`src/design/mbr_pkg.sv`:
```
// shared types, codes and constants of the msb-first bit reader
package mbr_pkg;

    // parameter defaults
    localparam int DEF_STORE_BYTES   = 4096;
    localparam int DEF_COUNTER_SLOTS = 4;
    localparam int DEF_MAX_READ_BITS = 64;

    // field widths
    localparam int OP_W       = 3;
    localparam int BYTE_W     = 8;
    localparam int COUNT_W    = 7;
    localparam int SKIP_W     = 8;
    localparam int SLOT_W     = 3;
    localparam int VALUE_W    = 64;
    localparam int STATUS_W   = 2;
    localparam int CNT_W      = 32;
    localparam int IN_DATA_W  = 32;
    localparam int PEEK_BYTES = 3;

    // operation codes
    typedef enum logic [OP_W-1:0] {
        OP_LOAD    = 3'd0,
        OP_GET     = 3'd1,
        OP_SKIP    = 3'd2,
        OP_PEEK    = 3'd3,
        OP_RST_CNT = 3'd4,
        OP_RD_CNT  = 3'd5,
        OP_CLEAR   = 3'd6,
        OP_NOP     = 3'd7
    } op_t;

    // result status codes
    typedef enum logic [STATUS_W-1:0] {
        STAT_OK    = 2'd0,
        STAT_EOD   = 2'd1,
        STAT_ALIGN = 2'd2,
        STAT_FULL  = 2'd3
    } status_t;

    // controller states
    typedef enum logic [2:0] {
        ST_IDLE,
        ST_EXEC,
        ST_BITS,
        ST_FETCH_WAIT,
        ST_PEEK_RD,
        ST_PEEK_WAIT,
        ST_WRAP,
        ST_DONE
    } state_t;

    // controller to datapath commands
    typedef struct packed {
        logic capture;
        logic exec;
        logic bits_step;
        logic fetch;
        logic fetch_load;
        logic peek_rd;
        logic peek_load;
        logic wrap_step;
        logic result;
    } cmd_t;

    // datapath to controller status
    typedef struct packed {
        op_t  op;
        logic go;
        logic rem_zero;
        logic rc_zero;
        logic peek_last;
        logic wrap_need;
        logic out_free;
    } stat_t;

endpackage

```
`src/design/mbr_ctrl.sv`:
```
// controller state machine of the msb-first bit reader
module mbr_ctrl
(
    input  logic           clk,
    input  logic           rst_n,
    input  logic           in_valid,
    output logic           in_ready,
    input  mbr_pkg::stat_t st,
    output mbr_pkg::cmd_t  cmd
);
    import mbr_pkg::*;

    state_t state_reg;
    state_t state_next;

    // state register
    always_ff @(posedge clk or negedge rst_n)
    begin
        if (!rst_n)
        begin
            state_reg <= ST_IDLE;
        end
        else
        begin
            state_reg <= state_next;
        end
    end

    // next state
    always_comb
    begin
        state_next = state_reg;
        unique case (state_reg)
            ST_IDLE:
            begin
                if (in_valid)
                begin
                    state_next = ST_EXEC;
                end
            end
            ST_EXEC:
            begin
                state_next = ST_DONE;
                if (st.go)
                begin
                    case (st.op)
                        OP_GET:  state_next = ST_BITS;
                        OP_PEEK: state_next = ST_PEEK_RD;
                        OP_SKIP: state_next = ST_WRAP;
                        default: state_next = ST_DONE;
                    endcase
                end
            end
            ST_BITS:
            begin
                if (st.rem_zero)
                begin
                    state_next = ST_DONE;
                end
                else if (st.rc_zero)
                begin
                    state_next = ST_FETCH_WAIT;
                end
            end
            ST_FETCH_WAIT:
            begin
                state_next = ST_BITS;
            end
            ST_PEEK_RD:
            begin
                state_next = ST_PEEK_WAIT;
            end
            ST_PEEK_WAIT:
            begin
                state_next = st.peek_last ? ST_DONE : ST_PEEK_RD;
            end
            ST_WRAP:
            begin
                if (!st.wrap_need)
                begin
                    state_next = ST_DONE;
                end
            end
            ST_DONE:
            begin
                if (st.out_free)
                begin
                    state_next = in_valid ? ST_EXEC : ST_IDLE;
                end
            end
            default:
            begin
                state_next = ST_IDLE;
            end
        endcase
    end

    // command outputs
    always_comb
    begin
        cmd      = '0;
        in_ready = 1'b0;
        unique case (state_reg)
            ST_IDLE:
            begin
                in_ready = 1'b1;
            end
            ST_EXEC:
            begin
                cmd.exec = 1'b1;
            end
            ST_BITS:
            begin
                cmd.bits_step = !st.rem_zero && !st.rc_zero;
                cmd.fetch     = !st.rem_zero && st.rc_zero;
            end
            ST_FETCH_WAIT:
            begin
                cmd.fetch_load = 1'b1;
            end
            ST_PEEK_RD:
            begin
                cmd.peek_rd = 1'b1;
            end
            ST_PEEK_WAIT:
            begin
                cmd.peek_load = 1'b1;
            end
            ST_WRAP:
            begin
                cmd.wrap_step = st.wrap_need;
            end
            ST_DONE:
            begin
                cmd.result = st.out_free;
                in_ready   = st.out_free;
            end
            default:
            begin
                in_ready = 1'b0;
            end
        endcase
        cmd.capture = in_ready && in_valid;
    end

endmodule

```
`config.mk`:
```
export PLATFORM = sky130hd
export DESIGN_NAME = mbr_ctrl
export DESIGN_NICKNAME = d
export VERILOG_FILES = /design/src/design/mbr_pkg.sv /design/src/design/mbr_ctrl.sv
export SDC_FILE = /design/constraint.sdc
export NUM_CORES = 1
export LEC_CHECK = 0
export BUFFER_PORTS_ARGS = -buffer_cell sky130_fd_sc_hd__buf_4
export CORE_AREA = 2 2 39 41
export CTS_BUF_LIST = sky130_fd_sc_hd__clkbuf_4
export CTS_CLUSTER_DIAMETER = 60
export CTS_CLUSTER_SIZE = 16
export DETAILED_ROUTE_END_ITERATION = 6
export DIE_AREA = 0 0 41 43
export GPL_TIMING_DRIVEN = 1
export PLACE_DENSITY = 0.63
export SYNTH_ARGS = -nofsm -noshare
export SYNTH_HDL_FRONTEND = slang
export SYNTH_SLANG_ARGS = --single-unit
```
`constraint.sdc`:
```
create_clock -name clk -period 1.2 [get_ports clk]
set_input_delay 0.06 -clock clk [delete_from_list [all_inputs] [get_ports clk]]
set_output_delay 0.06 -clock clk [all_outputs]
set_load 0.01 [all_outputs]
```
==> results by group <==
Floorplan
  – # IOs: 22
  – Initial Util: 0.234
  – Core area: 0.00138 mm²
  – Core Rows: 14
  – Die area: 0.00176 mm²
  – Die W: 41 µm
  – DIE HEIGHT: 43 µm

Synthesis
  – Distinct cells, synth: 27
  – FFs w/ async S/R, synth: 1.00
  – Yosys top cell area share: 0.232
  – Yosys top cell by area: dfrtp_1
  – Syn_nets: 53
  – Synth top cells by count: dfrtp_1, nor2_1, nor3b_1, o21ai_0
  – Mean area per synthesized cell: 7.90 µm²
  – Seq/Total Area, Yosys: 0.232
  – Main synth FF type: dfrtp_1
  – Synth top area cells: dfrtp_1, nor3b_1, o31a_1, o21ai_0, a221oi_2
  – Yosys warns: 0
  – Cells after Synth: 41
  – Mapped cell area: 324 µm²
  – EDFF count, synth: 0
  – Post-synthesis register bit count: 3

Hold path
  – Hold crit path type: primary input to flip-flop
  – Worst Hold Depth: 3
  – Hold endpoint: state_reg[1]
  – Hold_sp: st[2]

GRT
  – GRT Util Overall: 0.152
  – GR Util met3: 0.0471
  – Initial antenna violation count: 0
  – GRT overflow: 0
  – Number of global-route vias before repair: 442
  – Largest net degree at the start of global routing: 8
  – M1 GR Usage: 0.181
  – Gr busiest metal: met2
  – First-pass GRT wire length: 1.80 mm
  – Met2 usage: 0.231

Power and ir drop
  – P_sw: 654 µW
  – Worst vdd ir: 1080 µV
  – Clock power share: 0.125
  – Lkg Pwr: 0.327 nW
  – Register share of total power: 0.159
  – Combinational share of power: 0.716
  – Int Power: 956 µW
  – Switch share: 0.406
  – Tot Pwr: 1.61 mW
  – Pwr Density: 2270 mW/mm²

Critical path
  – Reg2Reg Depth: 4
  – Crit. End Element: primary output
  – Cell count along the critical path: 4
  – CP required: 1.14 ns
  – Setup crit start kind: flip-flop
  – Crit path launch: state_reg[1]
  – Crit path DAT: 1.32 ns
  – Worst path max stage delay: 0.44 ns
  – RR Endpoint: state_reg[0]
  – Worst Path Buf+Inv: 1
  – FF-to-FF setup slack: -0.12 ns
  – Top delay family on crit path: flip-flops
  – Critical path peak fanout: 6
  – Worst r2r src: state_reg[1]
  – Slowest CP cell: dfrtp_2
  – Worst Setup Path Type: flip-flop to primary output
  – Worst-path cell chain: and4_1 > a21o_1 > and2_4 > buf_6

Timing
  – Final Max Slew Viols: 0
  – Hold Vio Cnt, Final: 0
  – Final worst slack: -0.179 ns
  – RSZ-0062 raised after global routing: yes
  – Slew @ Worst Pin: 0.202 ns
  – Slew Limit Headroom: 0.864
  – Final setup viols: 11
  – Clock skew: 0.00383 ns
  – Final Cycle Share: 1.15
  – F_max: 725 MHz
  – Minimum clock period: 1.38 ns

Finish
  – Fill count: 141
  – Fin cells: 92
  – N_diodes: 0
  – Number of flip-flops in the largest register: 3
  – Area grow syn2layout: 119%
  – Nets: 89
  – Layout cells sized above 1: 0.697

Route
  – Drt drc: 0
  – Initial DRC count: 6
  – Routed vias: 470
  – 1st-pass router iterations: 4
  – Average vias per placed instance: 5.11
  – Detailed-route wire length: 1.25 mm
  – Avg WL per Cell: 13.6 µm
  – DRT antenna net count: 0

Placement
  – Dpl hpwl: 837 µm
  – Placed Instances: 84
  – Gp weighted congestion: 0.816
  – I/O Buffers: 21

Clocking
  – CTS H-tree lvls: 1
  – CTS Buf Count: 3
  – Deepest clock path buffer count: 2
  – Root Driver: clkbuf_4
  – CTS tree: yes
  – CTS sink cnt: 3
  – Clk Latency, worst-skew pair: 0.24 ns
  – Clk slew on worst S/H paths: 0.03 ns

Run status
  – Status: complete, but fails checks
  – Failing checks: setup timing

Job
  – Max-cap violations: 0
## cell families (layout without fill, tap and decap cells)
group	after synthesis	count (layout)	share of synthesized area
flops	3	3	0.232
buf+inv	5	40	0.0618
compound gates	13	13	0.324
simple gates	20	20	0.382
## how the worst max path moves through the flow
stage	endpoint	slack [ns]
after floorplan	state_reg[0]	0.04
after global placement	state_reg[2]	-0.03
after detailed placement	state_reg[2]	-0.05
after CTS	cmd[8]	-0.17
after global routing	cmd[8]	-0.23
final	cmd[8]	-0.18
## final cells by class
| type | count | area (µm²) | share of cell area |
|---|---|---|---|
| Timing Repair Buffer | 34 | 273 | 0.384 |
| Multi-Input combinational cell | 33 | 300 | 0.423 |
| Clock buffer | 4 | 30.0 | 0.0423 |
| Sequential cell | 3 | 78.8 | 0.111 |
| Inverter | 2 | 7.51 | 0.0106 |
| Tap cell | 16 | 20.0 | 0.0282 |
## metrics by stage
stage | setup TNS (ns) | cell area, µm² | util | worst slack (ns) | hold WS (ns)
finish | -1.06 | 709 | 0.513 | -0.179 | 0.132
global route | -1.74 | 709 | 0.513 | -0.229 | 0.143
CTS | -1.02 | 667 | 0.482 | -0.173 | 0.134
detailed placement | -0.0541 | 557 | 0.402 | -0.0478 | -0.149
global placement | -0.0329 | 557 | 0.402 | -0.0329 | -0.149
floorplan | 0 | 324 | - | 0.0444 | -0.236
## layout by cell type (no fill, tap or decap), types with 2 or more instances in the layout
cell type / synthesis / routed
buf_6: 0 / 4
nand3b_1: 2 / 2
o21ai_0: 3 / 2
dfrtp_2: 0 / 3
clkbuf_4: 0 / 4
nor3b_2: 0 / 3
nor2_1: 3 / 2
buf_4: 0 / 29
o31a_1: 2 / 2
## power groups by stage
stage | Combinational (mW) | Sequential [mW] | Clock (mW)
final | 1.15 | 0.256 | 0.201
after global routing | 1.23 | 0.267 | 0.223
after CTS | 1.05 | 0.235 | 0.211
after detailed placement | 0.879 | 0.231 | 0
after global placement | 0.871 | 0.229 | 0
after floorplan | 0.483 | 0.195 | 0
## layer usage
layer | wire, µm | part of all wire | vias to the layer above
li1 | - | - | 226
met3 | 62 | 0.050 | 2
met2 | 706 | 0.57 | 17
met5 | 0 | 0 | -
met4 | 7 | 0.0056 | 0
met1 | 472 | 0.38 | 225
## timing repair
action | CTS | global route
setup buffers | 4 | 1
hold buffers | 1 | 0
gates resized for setup | 12 | 11
endpoints found under the setup margin | 11 | 13
pin swaps | 5 | 5
hold endpoints to repair | 3 | 0
## worst reg2reg max path, delay by kind of cell, from the launching register on
| kind | cells | cell delay [ns] |
|---|---|---|
| flip-flops | 1 | 0.42 |
| AND/OR/NAND/NOR | 1 | 0.36 |
| AO/OA/AOI/OAI | 2 | 0.29 |
| buffers and inverters | 1 | 0.13 |
Note: power is estimated with default switching activity, not from simulation.
